==> config.mk <==
export PLATFORM = sky130hd
export DESIGN_NAME = flippable_stack_on_ring_deque_flat
export DESIGN_NICKNAME = d
export VERILOG_FILES = /design/src/fsrd_pkg.sv /design/src/fsrd_in_if.sv /design/src/fsrd_out_if.sv /design/src/fsrd_ctrl.sv /design/src/fsrd_datapath.sv /design/src/flippable_stack_on_ring_deque.sv /design/src/flat_wrapper.sv
export SDC_FILE = /design/constraint.sdc
export NUM_CORES = 1
export LEC_CHECK = 0
export ABC_AREA = 0
export BUFFER_PORTS_ARGS = -buffer_cell sky130_fd_sc_hd__buf_2
export CORE_MARGIN = 4
export CORE_UTILIZATION = 54
export CTS_CLUSTER_DIAMETER = 30
export DETAILED_ROUTE_END_ITERATION = 10
export PLACE_DENSITY = 0.77
export SLEW_MARGIN = 10
export SYNTH_ARGS = -nofsm -noshare
export SYNTH_HDL_FRONTEND = slang
export SYNTH_HIERARCHICAL = 1
export SYNTH_SLANG_ARGS = --single-unit
==> constraint.sdc <==
create_clock -name clk -period 4.51 [get_ports clk]
set_input_delay 0.6765 -clock clk [delete_from_list [all_inputs] [get_ports clk]]
set_output_delay 0.6765 -clock clk [all_outputs]
set_load 0.01 [all_outputs]
==> src/fsrd_pkg.sv <==
// Package for the flippable stack on a ring deque.
// Holds the sizes, the operation and status codes, the controller state type
// and the command struct. No dependencies.
`default_nettype none

package fsrd_pkg;

    // Storage size and data width
    localparam int DEPTH      = 8;
    localparam int DATA_WIDTH = 32;
    localparam int PTR_W      = (DEPTH > 1) ? $clog2(DEPTH) : 1;
    localparam int CNT_W      = $clog2(DEPTH + 1);

    typedef logic signed [DATA_WIDTH-1:0] data_t;
    typedef logic [PTR_W-1:0]             ptr_t;
    typedef logic [CNT_W-1:0]             cnt_t;

    // Operation codes carried by func; the fourth code is a no-op
    typedef enum logic [1:0] {
        FUNC_PUSH = 2'd0,
        FUNC_POP  = 2'd1,
        FUNC_FLIP = 2'd2
    } func_t;

    // Result status codes
    typedef enum logic [1:0] {
        STATUS_OK    = 2'd0,
        STATUS_FULL  = 2'd1,
        STATUS_EMPTY = 2'd2
    } status_t;

    // Controller states
    typedef enum logic {
        ST_IDLE,
        ST_LOAD
    } state_t;

    // Commands from the controller to the datapath
    typedef struct packed {
        logic exec;
        logic load;
    } cmd_t;

endpackage

`default_nettype wire

==> src/fsrd_in_if.sv <==
// Request channel: one operation per item.
// Depends on fsrd_pkg.
`default_nettype none

interface fsrd_in_if;
    import fsrd_pkg::*;

    logic         valid;
    logic         ready;
    logic [1:0]   func;
    data_t        push_value;

    modport source (output valid, output func, output push_value, input ready);
    modport sink   (input valid, input func, input push_value, output ready);
endinterface

`default_nettype wire

==> src/fsrd_out_if.sv <==
// Result channel: one item per operation.
// Depends on fsrd_pkg.
`default_nettype none

interface fsrd_out_if;
    import fsrd_pkg::*;

    logic         valid;
    logic         ready;
    data_t        top_value;
    logic         is_empty;
    logic [1:0]   status;
    logic         orientation;

    modport source (output valid, output top_value, output is_empty, output status,
                    output orientation, input ready);
    modport sink   (input valid, input top_value, input is_empty, input status,
                    input orientation, output ready);
endinterface

`default_nettype wire

==> src/fsrd_ctrl.sv <==
// Controller: sequences each item through execute and result load, and owns
// the result valid flag. Depends on fsrd_pkg.
`default_nettype none

module fsrd_ctrl (
    input  wire logic          clk,
    input  wire logic          rst_n,
    input  wire logic          in_valid,
    output logic               in_ready,
    output logic               out_valid,
    input  wire logic          out_ready,
    output fsrd_pkg::cmd_t     cmd
);
    import fsrd_pkg::*;

    state_t state_reg;
    state_t state_next;
    logic   out_valid_reg;
    logic   out_valid_next;
    logic   can_load;

    // The result register may be refilled when empty or being emptied now
    assign can_load = !out_valid_reg || out_ready;

    // Next state
    always_comb
    begin
        state_next = state_reg;
        case (state_reg)
            ST_IDLE:
            begin
                if (in_valid)
                begin
                    state_next = ST_LOAD;
                end
            end
            ST_LOAD:
            begin
                if (can_load)
                begin
                    state_next = ST_IDLE;
                end
            end
            default:
            begin
                state_next = ST_IDLE;
            end
        endcase
    end

    // Outputs
    always_comb
    begin
        in_ready = 1'b0;
        cmd      = '0;
        case (state_reg)
            ST_IDLE:
            begin
                in_ready = 1'b1;
                cmd.exec = in_valid;
            end
            ST_LOAD:
            begin
                cmd.load = can_load;
            end
            default:
            begin
                in_ready = 1'b0;
            end
        endcase
    end

    // Result valid flag
    always_comb
    begin
        out_valid_next = out_valid_reg;
        if (cmd.load)
        begin
            out_valid_next = 1'b1;
        end
        else if (out_ready)
        begin
            out_valid_next = 1'b0;
        end
    end

    assign out_valid = out_valid_reg;

    always_ff @(posedge clk or negedge rst_n)
    begin
        if (!rst_n)
        begin
            state_reg     <= ST_IDLE;
            out_valid_reg <= 1'b0;
        end
        else
        begin
            state_reg     <= state_next;
            out_valid_reg <= out_valid_next;
        end
    end

endmodule

`default_nettype wire

==> src/fsrd_datapath.sv <==
// Datapath: slot storage, ring pointers, occupancy, orientation and the
// result register. Depends on fsrd_pkg.
`default_nettype none

module fsrd_datapath (
    input  wire logic            clk,
    input  wire logic            rst_n,
    input  wire fsrd_pkg::cmd_t  cmd,
    input  wire logic [1:0]      func,
    input  wire fsrd_pkg::data_t push_value,
    output fsrd_pkg::data_t      top_value,
    output logic                 is_empty,
    output logic [1:0]           status,
    output logic                 orientation
);
    import fsrd_pkg::*;

    localparam ptr_t PTR_LAST = ptr_t'(DEPTH - 1);
    localparam cnt_t CNT_FULL = cnt_t'(DEPTH);

    data_t   slot_reg [DEPTH];
    ptr_t    front_reg;
    ptr_t    front_next;
    ptr_t    rear_reg;
    ptr_t    rear_next;
    cnt_t    occ_reg;
    cnt_t    occ_next;
    logic    inv_reg;
    logic    inv_next;
    status_t op_status_reg;
    status_t op_status_next;
    logic    wr_en;
    ptr_t    wr_ptr;

    data_t   top_value_reg;
    logic    is_empty_reg;
    status_t status_reg;
    logic    orientation_reg;

    ptr_t    front_dec;
    ptr_t    front_inc;
    ptr_t    rear_dec;
    ptr_t    rear_inc;
    ptr_t    top_ptr;

    // Wrapping pointer steps
    assign front_dec = (front_reg == '0) ? PTR_LAST : front_reg - ptr_t'(1);
    assign front_inc = (front_reg == PTR_LAST) ? '0 : front_reg + ptr_t'(1);
    assign rear_dec  = (rear_reg == '0) ? PTR_LAST : rear_reg - ptr_t'(1);
    assign rear_inc  = (rear_reg == PTR_LAST) ? '0 : rear_reg + ptr_t'(1);

    // Operation decode and state update
    always_comb
    begin
        front_next     = front_reg;
        rear_next      = rear_reg;
        occ_next       = occ_reg;
        inv_next       = inv_reg;
        op_status_next = op_status_reg;
        wr_en          = 1'b0;
        wr_ptr         = '0;
        if (cmd.exec)
        begin
            op_status_next = STATUS_OK;
            case (func)
                FUNC_PUSH:
                begin
                    if (occ_reg == CNT_FULL)
                    begin
                        op_status_next = STATUS_FULL;
                    end
                    else
                    begin
                        wr_en    = 1'b1;
                        occ_next = occ_reg + cnt_t'(1);
                        if (occ_reg == '0)
                        begin
                            // First item of an empty stack always lands in slot zero
                            front_next = '0;
                            rear_next  = '0;
                            wr_ptr     = '0;
                        end
                        else if (!inv_reg)
                        begin
                            front_next = front_dec;
                            wr_ptr     = front_dec;
                        end
                        else
                        begin
                            rear_next = rear_inc;
                            wr_ptr    = rear_inc;
                        end
                    end
                end
                FUNC_POP:
                begin
                    if (occ_reg == '0)
                    begin
                        op_status_next = STATUS_EMPTY;
                    end
                    else
                    begin
                        occ_next = occ_reg - cnt_t'(1);
                        // Popping the last item leaves the pointers where they are
                        if (occ_reg != cnt_t'(1))
                        begin
                            if (!inv_reg)
                            begin
                                front_next = front_inc;
                            end
                            else
                            begin
                                rear_next = rear_dec;
                            end
                        end
                    end
                end
                FUNC_FLIP:
                begin
                    inv_next = !inv_reg;
                end
                default:
                begin
                    op_status_next = STATUS_OK;
                end
            endcase
        end
    end

    // Control state
    always_ff @(posedge clk or negedge rst_n)
    begin
        if (!rst_n)
        begin
            front_reg <= '0;
            rear_reg  <= '0;
            occ_reg   <= '0;
            inv_reg   <= 1'b0;
        end
        else
        begin
            front_reg <= front_next;
            rear_reg  <= rear_next;
            occ_reg   <= occ_next;
            inv_reg   <= inv_next;
        end
    end

    // Slot storage and the status of the item in flight
    always_ff @(posedge clk)
    begin
        op_status_reg <= op_status_next;
        if (wr_en)
        begin
            slot_reg[wr_ptr] <= push_value;
        end
    end

    // Result register, loaded from the updated state
    assign top_ptr = inv_reg ? rear_reg : front_reg;

    always_ff @(posedge clk)
    begin
        if (cmd.load)
        begin
            top_value_reg   <= (occ_reg == '0) ? '1 : slot_reg[top_ptr];
            is_empty_reg    <= (occ_reg == '0);
            status_reg      <= op_status_reg;
            orientation_reg <= inv_reg;
        end
    end

    assign top_value   = top_value_reg;
    assign is_empty    = is_empty_reg;
    assign status      = status_reg;
    assign orientation = orientation_reg;

endmodule

`default_nettype wire

==> src/flippable_stack_on_ring_deque.sv <==
// Top level of the flippable stack on a ring deque.
// Depends on fsrd_pkg, fsrd_in_if, fsrd_out_if, fsrd_ctrl and fsrd_datapath.
`default_nettype none

// A stack of DEPTH signed items kept in a ring of slots, with an orientation
// bit that reverses it in one operation. Each request (push, pop or flip)
// returns exactly one item: the top after the operation (all ones when the
// stack is empty), an empty flag, a status (ok, push rejected because full,
// or pop on empty) and the orientation. A request is handled in two steps: the
// pointers, count and slot are updated, then the new top is read from the slots
// into the result register once that is free. A new request is taken only after
// the last one has been loaded; a result waiting in the result register does
// not stop the next request from being taken, only from being loaded. Func
// code three changes nothing and reports the current state.

module flippable_stack_on_ring_deque (
    input  wire logic clk,
    input  wire logic rst_n,
    fsrd_in_if.sink   req,
    fsrd_out_if.source rsp
);
    import fsrd_pkg::*;

    cmd_t cmd;

    // Sequencing
    fsrd_ctrl u_ctrl (
        .clk       (clk),
        .rst_n     (rst_n),
        .in_valid  (req.valid),
        .in_ready  (req.ready),
        .out_valid (rsp.valid),
        .out_ready (rsp.ready),
        .cmd       (cmd)
    );

    // Storage and result
    fsrd_datapath u_datapath (
        .clk         (clk),
        .rst_n       (rst_n),
        .cmd         (cmd),
        .func        (req.func),
        .push_value  (req.push_value),
        .top_value   (rsp.top_value),
        .is_empty    (rsp.is_empty),
        .status      (rsp.status),
        .orientation (rsp.orientation)
    );

endmodule

`default_nettype wire
==> src/flat_wrapper.sv <==
// flat-port wrapper written by rule: the top's interface ports become plain ports
module flippable_stack_on_ring_deque_flat import fsrd_pkg::*;
  (clk, rst_n, req_valid, req_func, req_push_value, req_ready, rsp_valid, rsp_top_value, rsp_is_empty, rsp_status, rsp_orientation, rsp_ready);
  fsrd_in_if req_i ();
  fsrd_out_if rsp_i ();
  input  wire logic clk;
  input  wire logic rst_n;
  input wire logic [$bits(req_i.valid)-1:0] req_valid;
  input wire logic [$bits(req_i.func)-1:0] req_func;
  input wire logic [$bits(req_i.push_value)-1:0] req_push_value;
  output wire logic [$bits(req_i.ready)-1:0] req_ready;
  output wire logic [$bits(rsp_i.valid)-1:0] rsp_valid;
  output wire logic [$bits(rsp_i.top_value)-1:0] rsp_top_value;
  output wire logic [$bits(rsp_i.is_empty)-1:0] rsp_is_empty;
  output wire logic [$bits(rsp_i.status)-1:0] rsp_status;
  output wire logic [$bits(rsp_i.orientation)-1:0] rsp_orientation;
  input wire logic [$bits(rsp_i.ready)-1:0] rsp_ready;
  assign req_i.valid = req_valid;
  assign req_i.func = req_func;
  assign req_i.push_value = req_push_value;
  assign req_ready = req_i.ready;
  assign rsp_valid = rsp_i.valid;
  assign rsp_top_value = rsp_i.top_value;
  assign rsp_is_empty = rsp_i.is_empty;
  assign rsp_status = rsp_i.status;
  assign rsp_orientation = rsp_i.orientation;
  assign rsp_i.ready = rsp_ready;
  flippable_stack_on_ring_deque u_core (.clk(clk), .rst_n(rst_n), .req(req_i), .rsp(rsp_i));
endmodule
==> results of run 1 <==
-- worst reg2reg max path, stage by stage (launching register included) --
cell	delay, ns
sky130_fd_sc_hd__dfrtp_1	0.46
sky130_fd_sc_hd__inv_1	0.13
sky130_fd_sc_hd__ha_1	0.23
sky130_fd_sc_hd__and2_1	0.17
sky130_fd_sc_hd__o31ai_1	0.70
sky130_fd_sc_hd__o2111ai_1	0.35
sky130_fd_sc_hd__nor2_4	0.93
-- cell type report --
cell class / instances / area, um2
flip-flops and latches: 307 / 9154
fillers: 1450 / 7709
multi-input cells: 261 / 2601
clock buffers: 45 / 1084
repair buffers: 90 / 488.0
well taps: 280 / 350.3
clock inverters: 34 / 336.6
inverters: 9 / 33.78
-- layer usage --
layer	track usage (%)	vias to the layer above	share of wire [%]
met3	4.342	46	6.4
met4	6.446	2	2.4
met1	24.29	3065	39
met2	32.81	217	52
met5	0	-	0.048
li1	-	2681	-
-- stage by stage --
stage          setup slack [ns]  area [um2]  total power (W)  instances  utilization, %
2_1_floorplan           0.04337       11910         0.005740        606               -
3_3_place_gp              1.256       12630         0.006319        947           58.04
3_5_place_dp              1.138       12630         0.006400        947           58.04
4_1_cts                   1.124       14050         0.009638       1026           64.57
5_1_grt                  0.8819       14050          0.01003       1026           64.57
6_report                  1.148       14050         0.009563       1026           64.57
-- logic make-up (layout without fill, tap and decap cells) --
group | count (synthesis) | count (layout) | synth area share [%]
xor gates and xnor gates | 6 | 6 | 0.4414
DFF | 307 | 307 | 76.88
and+or+nand+nor | 87 | 87 | 3.720
AOI/OAI and AO/OA | 54 | 54 | 3.752
muxes | 103 | 103 | 12.13
buffers and inverters | 38 | 178 | 1.923
adders and majority gates | 11 | 11 | 1.156
-- worst paths after layout --
path / to / cells after the start / slack [ns] / startpoint
worst max-delay path: u_core/u_datapath/slot_reg[5][31]$_DFFE_PP_ / 6 / 1.15 / u_core/u_datapath/front_reg[0]$_DFFE_PN0P_
worst min-delay path: u_core/u_datapath/front_reg[0]$_DFFE_PN0P_ / 1 / 0.04 / rst_n
worst max register to register: u_core/u_datapath/slot_reg[5][31]$_DFFE_PP_ / 6 / 1.15 / u_core/u_datapath/front_reg[0]$_DFFE_PN0P_
worst min register to register: u_core/u_datapath/status[0]$_DFFE_PP_ / 0 / 0.42 / u_core/u_datapath/op_status_reg[0]$_DFFE_PP_
max in group asynchronous: u_core/u_datapath/front_reg[1]$_DFFE_PN0P_ / 1 / 4.23 / rst_n
min in group clk: u_core/u_datapath/status[0]$_DFFE_PP_ / 0 / 0.42 / u_core/u_datapath/op_status_reg[0]$_DFFE_PP_
-- power by group through the flow --
stage | combinational (W) | clock (W) | sequential, W
3_5_place_dp | 0.00272 | 0 | 0.00368
4_1_cts | 0.00274 | 0.00327 | 0.00363
3_3_place_gp | 0.00265 | 0 | 0.00367
2_1_floorplan | 0.00203 | 0 | 0.00372
5_1_grt | 0.00295 | 0.00343 | 0.00365
6_report | 0.00272 | 0.00322 | 0.00363
-- placed cells by master, fill, tap and decap left out, types with 3 or more instances in the layout --
master,count
sky130_fd_sc_hd__buf_2,75
sky130_fd_sc_hd__mux4_2,32
sky130_fd_sc_hd__clkinv_2,3
sky130_fd_sc_hd__a21oi_1,7
sky130_fd_sc_hd__dfrtp_1,13
sky130_fd_sc_hd__clkinv_4,6
sky130_fd_sc_hd__nor3_2,5
sky130_fd_sc_hd__edfxtp_1,294
sky130_fd_sc_hd__clkinvlp_4,7
sky130_fd_sc_hd__clkbuf_16,43
sky130_fd_sc_hd__mux2i_1,67
sky130_fd_sc_hd__a221oi_1,30
sky130_fd_sc_hd__xor2_1,3
sky130_fd_sc_hd__xnor2_1,3
sky130_fd_sc_hd__buf_4,15
sky130_fd_sc_hd__nor3_1,6
sky130_fd_sc_hd__nor2_1,40
sky130_fd_sc_hd__inv_6,11
sky130_fd_sc_hd__nand2_1,9
sky130_fd_sc_hd__ha_1,11
sky130_fd_sc_hd__inv_1,7
sky130_fd_sc_hd__bufinv_16,3
==> tab_implementation.tex, run 1 <==
\begin{tabular}{lr}
\hline
Metric & Value \\
\hline
\multicolumn{2}{l}{\textbf{Final layout}} \\
Area growth from synthesis to final layout & 17.98\% \\
Ant diodes & 0 \\
Max FFs per register & 256 \\
Number of nets in the finished design & 761 \\
Fraction of final layout cells sized beyond drive strength 1 & 29.76\% \\
\multicolumn{2}{l}{\textbf{Timing}} \\
Minimum hold slack & 0.03882 ns \\
Final Max Slew Viols & 0 \\
Ratio of final minimum period to clock period & 74.55\% \\
Slew at the pin with the worst max-slew slack & 1.130 ns \\
Worst rel slew slack & 24.51\% \\
Post-Route Setup TNS & 0 ns \\
Count of endpoints failing setup in the final report & 0 \\
Time the worst path needs with I/O delays and setup & 3.362 ns \\
Count of endpoints failing hold in the final timing report & 0 \\
Fmax & 297.4 MHz \\
Setup repair after global routing missed its margin & no \\
Layout Skew & 0.01251 ns \\
\multicolumn{2}{l}{\textbf{Synthesis}} \\
Main area contributors after synthesis & sky130\_fd\_sc\_hd\_\_edfxtp\_1, sky130\_fd\_sc\_hd\_\_mux4\_2, sky130\_fd\_sc\_hd\_\_mux2i\_1 \\
Post-Syn Instances & 606 \\
Post-Synthesis Cell Area & 0.01191 mm2 \\
Leading post-synthesis cells by instance count & sky130\_fd\_sc\_hd\_\_edfxtp\_1, sky130\_fd\_sc\_hd\_\_mux2i\_1, sky130\_fd\_sc\_hd\_\_nor2\_1, sky130\_fd\_sc\_hd\_\_mux4\_2, sky130\_fd\_sc\_hd\_\_a221oi\_1 \\
Library cell with the highest instance count after synthesis & sky130\_fd\_sc\_hd\_\_edfxtp\_1 \\
Net count after synthesis & 655 \\
Post-synthesis cell type count & 51 \\
Fraction of synthesized cell area taken by the top area cell type & 74.15\% \\
Number of storage elements in the synthesis netlist & 307 \\
Count of flip-flops with a built-in enable after synthesis & 294 \\
Fraction of the yosys area taken by sequential cells & 76.88\% \\
Syn\_area\_per\_cell & 19.65 um2 \\
Cell type contributing the most total cell area after synthesis & sky130\_fd\_sc\_hd\_\_edfxtp\_1 \\
Total number of yosys warnings & 6 \\
Most common flop cell mapped by yosys & sky130\_fd\_sc\_hd\_\_edfxtp\_1 \\
Fraction of registers with async set/reset & 4.235\% \\
\multicolumn{2}{l}{\textbf{Clock network}} \\
Clock slew at the register clock pins of the worst setup and hold paths & 0.06 ns \\
Clock latency at the later pin of the worst-skew pair & 0.53 ns \\
Post\_cts resized & 0 \\
Buffers inserted during post-CTS setup optimization & 0 \\
Sink count of the clock tree & 307 \\
Clock tree from TritonCTS & yes \\
Inserted Clock Buffers & 43 \\
Htree depth & 2 \\
CTS root buf & sky130\_fd\_sc\_hd\_\_clkbuf\_16 \\
Clock Path Buffers & 3 \\
Number of buffers inserted for hold repair after clock tree synthesis & 0 \\
\multicolumn{2}{l}{\textbf{Power}} \\
Combinational power share & 28.4\% \\
Leak pwr & 4.886 nW \\
Total net switching power & 0.002921 W \\
Clk pwr share & 33.7\% \\
Register share of total power & 37.9\% \\
Worst supply voltage drop on vdd & 0.0006179 V \\
Switching part of the total & 30.55\% \\
Power density over the cells & 680.8 mW/mm2 \\
Internal power consumption & 0.006641 W \\
\multicolumn{2}{l}{\textbf{Detailed routing}} \\
Via Count & 6,011 \\
Number of antenna-violating nets in the routed design & 0 \\
Final wirelength & 22,770 um \\
Violation count after the first detailed-routing iteration & 479 \\
Drt drc & 0 \\
Average via count per standard cell & 5.859 \\
Routed wire per std cell & 22.19 um \\
Initial DRT Pass Iterations & 7 \\
\multicolumn{2}{l}{\textbf{Global route}} \\
Global-route wire length before repair & 36,050 um \\
Grt ovf & 0 \\
Initial antenna violation count & 1 \\
Vias in the first global route & 6,558 \\
Maximum number of pins on one net before global-route repair & 97 \\
Aggregate global-route resource usage & 19.11\% \\
\multicolumn{2}{l}{\textbf{Worst setup path}} \\
Gate family responsible for the most delay along the worst path & simple AND/OR/NAND/NOR gates \\
Data arrival time of the critical path & 3.50 ns \\
Maximum fanout encountered on the critical timing path & 32 \\
Buffer and inverter count on the worst path & 1 \\
Type of destination of the critical path & flop \\
Startpoint type of the worst setup path & flop \\
Critical path type & flop to flop \\
Required time at the worst-slack endpoint & 4.64 ns \\
Largest incremental delay on the critical path & 0.93 ns \\
Crit path cell chain & inv\_1 -> ha\_1 -> and2\_1 -> o31ai\_1 -> o2111ai\_1 -> nor2\_4 \\
Slowest cell on the critical path & sky130\_fd\_sc\_hd\_\_nor2\_4 \\
\multicolumn{2}{l}{\textbf{Die}} \\
Number of top-level pins & 76 \\
Row cnt & 54 \\
Initial core utilization & 54.73\% \\
Placeable Area & 0.02176 mm2 \\
Die Wd & 156.5 um \\
Die height & 156.5 um \\
Total Die Area & 0.02449 mm2 \\
\multicolumn{2}{l}{\textbf{Place}} \\
DP HPWL & 13,180 um \\
Global placement routability congestion & 0.8196 \\
Port-buffer cells & 75 \\
\multicolumn{2}{l}{\textbf{Run status}} \\
Status & complete, no violations \\
\multicolumn{2}{l}{\textbf{Hold path}} \\
Worst hold path class & primary input to async pin \\
\multicolumn{2}{l}{\textbf{Job}} \\
Max cap viols & 0 \\
\hline
\end{tabular}
Note: power is estimated with default switching activity, not from simulation.
==> run 2: changes to the inputs <==
- clock period: 4.51 -> 2.92 ns (I/O delays scaled with it)
==> run 2 against run 1 <==
  * Wire length rose by 3.0%
  * Combinational power rose by 65%
  * Critical path depth rose by 1
  * Clock power rose by 71%
  * Largest cell class unchanged
  * Via count rose by 1.7%
  * Sequential power rose by 54%
  * Hold slack improved by 0.13 ns
  * Non-clock buffer count rose by 18
  * Clock skew rose by 0.0080 ns
  * Clock-buffer cell count rose by 7
  * Flip-flop and latch count did not move
==> tab_implementation.tex, run 2 (synthesis results as in run 1) <==
\begin{tabular}{lr}
\hline
Metric & Value \\
\hline
\multicolumn{2}{l}{\textbf{Worst setup path}} \\
Required time at the worst-slack endpoint & 3.11 ns (-1.53 ns) \\
Data arrival time of the critical path & 2.90 ns (-0.60 ns) \\
Worst setup slack for register-to-register paths & 0.21 ns (-0.94 ns) \\
Maximum fanout encountered on the critical timing path & 20 (-38\%) \\
Critical path type & flop to flop \\
Crit path cell chain & inv\_1 -> ha\_1 -> nor2b\_1 -> nor4\_2 -> nand2\_1 -> nor4\_4 -> buf\_4 \\
Largest incremental delay on the critical path & 0.45 ns (-0.48 ns) \\
R2r startpoint & u\_core/u\_datapath/occ\_reg[0]\$\_DFFE\_PN0P\_ \\
Startpoint type of the worst setup path & flop \\
RR Endpoint & u\_core/u\_datapath/slot\_reg[2][14]\$\_DFFE\_PP\_ \\
Type of destination of the critical path & flop \\
Slowest cell on the critical path & sky130\_fd\_sc\_hd\_\_dfrtp\_1 \\
Count of cells along the worst register-to-register path & 7 (+1) \\
\multicolumn{2}{l}{\textbf{Place}} \\
Global placement routability congestion & 0.8111 (-1.0\%) \\
Placed cell area & 0.01290 mm2 (+2.2\%) \\
DP HPWL & 13,780 um (+4.5\%) \\
Worst setup slack after placement & -0.001585 ns (-1.140 ns) \\
Port-buffer cells & 75 (unchanged) \\
\multicolumn{2}{l}{\textbf{Clock network}} \\
Clock tree from TritonCTS & yes \\
Inserted Clock Buffers & 47 (+9.3\%) \\
Clock latency at the later pin of the worst-skew pair & 0.54 ns (about the same) \\
Buffers inserted during post-CTS setup optimization & 0 (unchanged) \\
Htree depth & 2 (unchanged) \\
Clock slew at the register clock pins of the worst setup and hold paths & 0.06 ns (about the same) \\
Clock Path Buffers & 3 (unchanged) \\
Sink count of the clock tree & 307 (unchanged) \\
CTS root buf & sky130\_fd\_sc\_hd\_\_clkbuf\_16 \\
\multicolumn{2}{l}{\textbf{Detailed routing}} \\
Via Count & 6,112 (+1.7\%) \\
Violation count after the first detailed-routing iteration & 439 (-8.4\%) \\
Average via count per standard cell & 5.810 (-0.83\%) \\
Drt drc & 0 (unchanged) \\
Final wirelength & 23,440 um (+3.0\%) \\
Number of antenna-violating nets in the routed design & 0 (unchanged) \\
Routed wire per std cell & 22.28 um (+0.42\%) \\
Initial DRT Pass Iterations & 7 (unchanged) \\
\multicolumn{2}{l}{\textbf{Final layout}} \\
Layout filler cell count & 1,383 (-4.6\%) \\
Multi-input gate area & 0.002638 mm2 (+1.4\%) \\
Area growth from synthesis to final layout & 21.92\% \\
Most frequent cells in the layout & sky130\_fd\_sc\_hd\_\_edfxtp\_1, sky130\_fd\_sc\_hd\_\_buf\_2, sky130\_fd\_sc\_hd\_\_mux2i\_1 \\
Cell area after layout & 0.01452 mm2 (+3.3\%) \\
Area of all sequential standard cells & 0.009154 mm2 (unchanged) \\
Max FFs per register & 256 (unchanged) \\
Most common cell after layout, fill and taps aside & sky130\_fd\_sc\_hd\_\_edfxtp\_1 \\
Post-layout util & 66.72\% (+2.2 points) \\
Fraction of final layout cells sized beyond drive strength 1 & 31.65\% (+1.9 points) \\
Number of nets in the finished design & 783 (+2.9\%) \\
\multicolumn{2}{l}{\textbf{Die}} \\
Total Die Area & 0.02449 mm2 (unchanged) \\
Die Wd & 156.5 um (unchanged) \\
Number of top-level pins & 76 (unchanged) \\
Row cnt & 54 (unchanged) \\
Initial core utilization & 54.73\% (unchanged) \\
Placeable Area & 0.02176 mm2 (unchanged) \\
Die height & 156.5 um (unchanged) \\
\multicolumn{2}{l}{\textbf{Global route}} \\
Vias in the first global route & 6,432 (-1.9\%) \\
Initial antenna violation count & 1 (unchanged) \\
Grt ovf & 0 (unchanged) \\
Aggregate global-route resource usage & 19.54\% (+0.43 points) \\
Global-route wire length before repair & 36,400 um (+1.0\%) \\
Maximum number of pins on one net before global-route repair & 43 (-56\%) \\
\multicolumn{2}{l}{\textbf{Timing}} \\
Time the worst path needs with I/O delays and setup & 2.714 ns (-0.6483 ns) \\
Count of endpoints failing setup in the final report & 0 (unchanged) \\
Least setup slack across all paths after layout & 0.2060 ns (-0.9417 ns) \\
Final Max Slew Viols & 0 (unchanged) \\
Ratio of final minimum period to clock period & 92.95\% (+18 points) \\
Worst rel slew slack & 52.68\% (+28 points) \\
Count of endpoints failing hold in the final timing report & 0 (unchanged) \\
Minimum hold slack & 0.1722 ns (+0.1334 ns) \\
Layout Skew & 0.02056 ns (+0.008048 ns) \\
Setup repair after global routing missed its margin & no \\
Fmax & 368.5 MHz (+24\%) \\
Slew at the pin with the worst max-slew slack & 0.7056 ns (-0.4241 ns) \\
\multicolumn{2}{l}{\textbf{Power}} \\
Power density over the cells & 1074 mW/mm2 (+58\%) \\
Register share of total power & 35.9\% (-2.0 points) \\
Leak pwr & 5.131 nW (+5.0\%) \\
Worst supply voltage drop on vdd & 0.0005070 V (-18\%) \\
Switching part of the total & 29.83\% (-0.72 points) \\
Internal power consumption & 0.01094 W (+65\%) \\
Combinational power share & 28.7\% (+0.3 points) \\
Post-layout total power & 0.01560 W (+63\%) \\
Total net switching power & 0.004653 W (+59\%) \\
Clk pwr share & 35.4\% (+1.7 points) \\
\multicolumn{2}{l}{\textbf{Hold path}} \\
Hold Crit Start & req\_push\_value[18] \\
Worst hold stages & 1 \\
Worst hold path class & primary input to flop \\
End of the worst hold path & u\_core/u\_datapath/slot\_reg[0][18]\$\_DFFE\_PP\_ \\
\multicolumn{2}{l}{\textbf{Run status}} \\
Status & complete, no violations \\
\multicolumn{2}{l}{\textbf{Job}} \\
Max cap viols & 0 (unchanged) \\
\hline
\end{tabular}
[run 2: changes by cell type in the layout (fill, tap and decap cells not counted), sizes merged]
cell,previous run,this run
buf,90,107
bufinv,3,5
clkbuf,45,52
clkinv,11,17
clkinvlp,7,3
diode,0,1
dlygate4sd3,0,1
inv,22,18
[run 2: worst max-delay path, delay by kind of cell (launching register included)]
| family | cells | cell delay [ns] |
|---|---|---|
| AND/OR/NAND/NOR | 4 | 1.22 |
| flip-flops | 1 | 0.45 |
| buffers and inverters | 2 | 0.45 |
| adder cells (fa/ha/maj) | 1 | 0.23 |
[run 2: power by group through the flow]
stage               Combinational [W]  Sequential (W)  Clock, W
detailed placement            0.00449         0.00567         0
CTS                           0.00453         0.00560   0.00562
finish                        0.00448         0.00560   0.00552
global route                  0.00488         0.00563   0.00584
floorplan                     0.00315         0.00574         0
global placement              0.00437         0.00565         0
[run 2: how the worst max path moves through the flow]
stage	end	start	slack [ns]	cells past startpoint
3_3_place_gp	u_core/u_datapath/slot_reg[4][27]$_DFFE_PP_	u_core/u_datapath/front_reg[0]$_DFFE_PN0P_	0.14	7
2_1_floorplan	u_core/u_datapath/slot_reg[3][0]$_DFFE_PP_	u_core/u_datapath/occ_reg[0]$_DFFE_PN0P_	-0.28	6
5_1_grt	u_core/u_datapath/slot_reg[2][14]$_DFFE_PP_	u_core/u_datapath/occ_reg[0]$_DFFE_PN0P_	0.09	7
3_5_place_dp	u_core/u_datapath/slot_reg[4][14]$_DFFE_PP_	u_core/u_datapath/front_reg[0]$_DFFE_PN0P_	-0.002	7
6_report	u_core/u_datapath/slot_reg[2][14]$_DFFE_PP_	u_core/u_datapath/occ_reg[0]$_DFFE_PN0P_	0.21	7
4_1_cts	u_core/u_datapath/slot_reg[2][14]$_DFFE_PP_	u_core/u_datapath/occ_reg[0]$_DFFE_PN0P_	0.22	7
[run 2: final cells by class]
cell class,instances,area share [%]
multi-input combinational,261,18.17
inverter,9,0.2327
sequential,307,63.06
antenna,1,0.01724
clock inverter,34,2.500
timing repair buffer,108,5.085
clock buffer,52,8.524
tap,280,2.413
[run 2: routing by layer]
metal,vias to the layer above,track usage [%],part of all wire [%]
li1,2731,-,-
met1,3122,25.44,40
met2,214,33.24,51
met5,-,0,0
met4,0,6.198,2.2
met3,45,4.259,6.4
[run 2: repair_timing]
action | CTS | global route
endpoints found under the setup margin | 38 | 0
endpoints found under the hold margin | 13 | 0
hold buffers | 1 | 0
resized for setup | 1 | 0
[run 2: per-stage QoR]
step / instances / setup TNS (ns)
after global routing: 1052 / 0
after CTS: 1051 / 0
after detailed placement: 964 / -0.009859
after global placement: 964 / 0
after floorplan: 606 / -24.67
final: 1052 / 0
==> run 3: changes to the inputs <==
- PLACE_DENSITY: 0.77 -> unset
- PLACE_DENSITY_LB_ADDON: unset -> 0.2
- SKIP_LAST_GASP: unset -> 1
==> run 3 against run 2 <==
  * Via count down 1.9%
  * Wire length down 1.7%
  * Power up 0.27%
  * Worst setup slack better by 0.014 ns
  * Cell area up 0.16%
  * Clock-buffer cell count up 7
  * Largest cell class unchanged
==> tab_implementation.tex, run 3 (synthesis results as in run 1) <==
\begin{tabular}{lr}
\hline
Metric & Value \\
\hline
\multicolumn{2}{l}{\textbf{Power}} \\
Post-layout total power & 0.01564 W (+0.27\%) \\
Power density over the cells & 1076 mW/mm2 (+0.11\%) \\
Leak pwr & 5.142 nW (+0.20\%) \\
Worst supply voltage drop on vdd & 0.0005995 V (+18\%) \\
\multicolumn{2}{l}{\textbf{Worst setup path}} \\
Data arrival time of the critical path & 2.91 ns (about the same) \\
Critical path type & flop to flop \\
Startpoint type of the worst setup path & flop \\
Maximum fanout encountered on the critical timing path & 18 (-10\%) \\
Largest incremental delay on the critical path & 0.70 ns (+0.25 ns) \\
Type of destination of the critical path & flop \\
Crit path cell chain & inv\_1 -> ha\_1 -> nand2\_1 -> o21ai\_0 -> o21a\_1 -> nor3\_4 -> buf\_12 \\
Slowest cell on the critical path & sky130\_fd\_sc\_hd\_\_nor3\_4 \\
Required time at the worst-slack endpoint & 3.14 ns (+0.03 ns) \\
Worst setup slack for register-to-register paths & 0.22 ns (about the same) \\
\multicolumn{2}{l}{\textbf{Final layout}} \\
Ant diodes & 0 (-1) \\
Number of nets in the finished design & 787 (+0.51\%) \\
Fraction of final layout cells sized beyond drive strength 1 & 31.22\% (-0.43 points) \\
Most frequent cells in the layout & sky130\_fd\_sc\_hd\_\_edfxtp\_1, sky130\_fd\_sc\_hd\_\_buf\_2, sky130\_fd\_sc\_hd\_\_mux2i\_1 \\
Layout filler cell count & 1,436 (+3.8\%) \\
Area of all sequential standard cells & 0.009154 mm2 (unchanged) \\
Most common cell after layout, fill and taps aside & sky130\_fd\_sc\_hd\_\_edfxtp\_1 \\
Max FFs per register & 256 (unchanged) \\
Final std cells w/o fill & 1,052 (unchanged) \\
Multi-input gate area & 0.002633 mm2 (-0.19\%) \\
Cell area after layout & 0.01454 mm2 (+0.16\%) \\
Area growth from synthesis to final layout & 22.12\% \\
\multicolumn{2}{l}{\textbf{Timing}} \\
Layout Skew & 0.01555 ns (-0.005009 ns) \\
Ratio of final minimum period to clock period & 92.45\% (-0.49 points) \\
Worst rel slew slack & 40.44\% (-12 points) \\
Count of endpoints failing setup in the final report & 0 (unchanged) \\
Least setup slack across all paths after layout & 0.2204 ns (+0.01440 ns) \\
Fmax & 370.4 MHz (+0.53\%) \\
Count of endpoints failing hold in the final timing report & 0 (unchanged) \\
Time the worst path needs with I/O delays and setup & 2.700 ns (-0.01440 ns) \\
Final Max Slew Viols & 0 (unchanged) \\
Slew at the pin with the worst max-slew slack & 0.8905 ns (+0.1849 ns) \\
Setup repair after global routing missed its margin & no \\
\multicolumn{2}{l}{\textbf{Global route}} \\
Maximum number of pins on one net before global-route repair & 40 (-7.0\%) \\
Vias in the first global route & 6,375 (-0.89\%) \\
Aggregate global-route resource usage & 19.21\% (-0.33 points) \\
Global Route met3 Usage & 4.259\% (unchanged) \\
Met1 usage & 25.63\% (+0.19 points) \\
Grt ovf & 0 (unchanged) \\
Initial antenna violation count & 2 (+1) \\
Most used routing layer & met2 \\
Met2 layer usage reported by global route & 32.30\% (-0.94 points) \\
Global-route wire length before repair & 35,850 um (-1.5\%) \\
\multicolumn{2}{l}{\textbf{Die}} \\
Die Wd & 156.5 um (unchanged) \\
Initial core utilization & 54.73\% (unchanged) \\
Total Die Area & 0.02449 mm2 (unchanged) \\
Row cnt & 54 (unchanged) \\
Number of top-level pins & 76 (unchanged) \\
Placeable Area & 0.02176 mm2 (unchanged) \\
Die height & 156.5 um (unchanged) \\
\multicolumn{2}{l}{\textbf{Clock network}} \\
Sink count of the clock tree & 307 (unchanged) \\
Post\_cts resized & 0 (-1) \\
Clock slew at the register clock pins of the worst setup and hold paths & 0.05 ns (about the same) \\
Clock tree from TritonCTS & yes \\
Clock Path Buffers & 3 (unchanged) \\
Htree depth & 2 (unchanged) \\
Clock latency at the later pin of the worst-skew pair & 0.52 ns (-0.02 ns) \\
Inserted Clock Buffers & 48 (+2.1\%) \\
CTS root buf & sky130\_fd\_sc\_hd\_\_clkbuf\_16 \\
\multicolumn{2}{l}{\textbf{Place}} \\
Worst setup slack after placement & 0.05102 ns (+0.05261 ns) \\
Placed cell area & 0.01292 mm2 (+0.16\%) \\
Placed Instances & 965 (+0.10\%) \\
DP HPWL & 13,330 um (-3.3\%) \\
Port-buffer cells & 75 (unchanged) \\
Global placement routability congestion & 0.7890 (-2.7\%) \\
\multicolumn{2}{l}{\textbf{Detailed routing}} \\
Routed wire per std cell & 21.90 um (-1.7\%) \\
Violation count after the first detailed-routing iteration & 290 (-34\%) \\
Initial DRT Pass Iterations & 4 (-3) \\
Number of antenna-violating nets in the routed design & 0 (unchanged) \\
Final wirelength & 23,040 um (-1.7\%) \\
Drt drc & 0 (unchanged) \\
Via Count & 5,997 (-1.9\%) \\
Average via count per standard cell & 5.701 (-1.9\%) \\
\multicolumn{2}{l}{\textbf{Job}} \\
Max cap viols & 0 (unchanged) \\
\multicolumn{2}{l}{\textbf{Run status}} \\
Status & complete, no violations \\
\multicolumn{2}{l}{\textbf{Hold path}} \\
Worst hold path class & primary input to flop \\
\hline
\end{tabular}
[run 3: cell count changes in the layout (fill, tap and decap cells not counted), sizes merged]
cell / delta
buf: +3
diode: -1
clkbuf: +7
bufinv: +2
clkinv: -3
inv: -8
[run 3: metal layers]
layer  up-vias  share of wire (%)
met5         -              0.082
met4         4                1.8
met3        43                6.7
met2       166                 50
met1      3048                 42
li1       2736                  -
[run 3: final timing paths]
check,start,end,cells past startpoint
setup / recovery,u_core/u_datapath/rear_reg[0]$_DFFE_PN0P_,u_core/u_datapath/slot_reg[0][1]$_DFFE_PP_,7
hold / removal,req_push_value[4],u_core/u_datapath/slot_reg[5][4]$_DFFE_PP_,1
setup reg to reg,u_core/u_datapath/rear_reg[0]$_DFFE_PN0P_,u_core/u_datapath/slot_reg[0][1]$_DFFE_PP_,7
hold reg to reg,u_core/u_datapath/op_status_reg[0]$_DFFE_PP_,u_core/u_datapath/status[0]$_DFFE_PP_,0
max in group asynchronous,rst_n,u_core/u_datapath/rear_reg[2]$_DFFE_PN0P_,2
min in group asynchronous,rst_n,u_core/u_datapath/front_reg[1]$_DFFE_PN0P_,2
[run 3: per-stage QoR]
step           utilization (%)  hold slack, ns  setup TNS (ns)
2_1_floorplan                -          0.1424          -24.67
3_3_place_gp             59.38          0.3483               0
3_5_place_dp             59.38          0.3574               0
4_1_cts                  66.76          0.1539               0
5_1_grt                  66.83          0.1775               0
6_report                 66.83          0.1766               0
[run 3: timing repair]
| item | 4_1_cts | 5_1_grt |
|---|---|---|
| hold buffers | 1 | 0 |
| setup endpoints to repair | 0 | 20 |
| setup buffers | 0 | 2 |
| hold endpoints to repair | 13 | 0 |
[run 3: cell type report]
class	instances	share of cell area, %
repair buffers	111	5.318
well taps	280	2.409
clock inverters	25	2.151
clock buffers	59	8.829
inverters	9	0.2323
multi-input cells	261	18.11
flip-flops and latches	307	62.95
[run 3: critical path: cells and delay by family, from the launching register on]
kind / cells / cell delay (ns)
AO/OA/AOI/OAI: 2 / 0.45
flip-flops: 1 / 0.42
AND/OR/NAND/NOR: 2 / 0.79
buffers and inverters: 2 / 0.39
adder cells (fa/ha/maj): 1 / 0.35
[run 3: report_power, final]
part | switching (W) | internal (W) | leakage, nW
logic | 0.00246 | 0.00204 | 1.55
clock network | 0.00184 | 0.00371 | 0.782
registers | 0.000199 | 0.00539 | 2.81
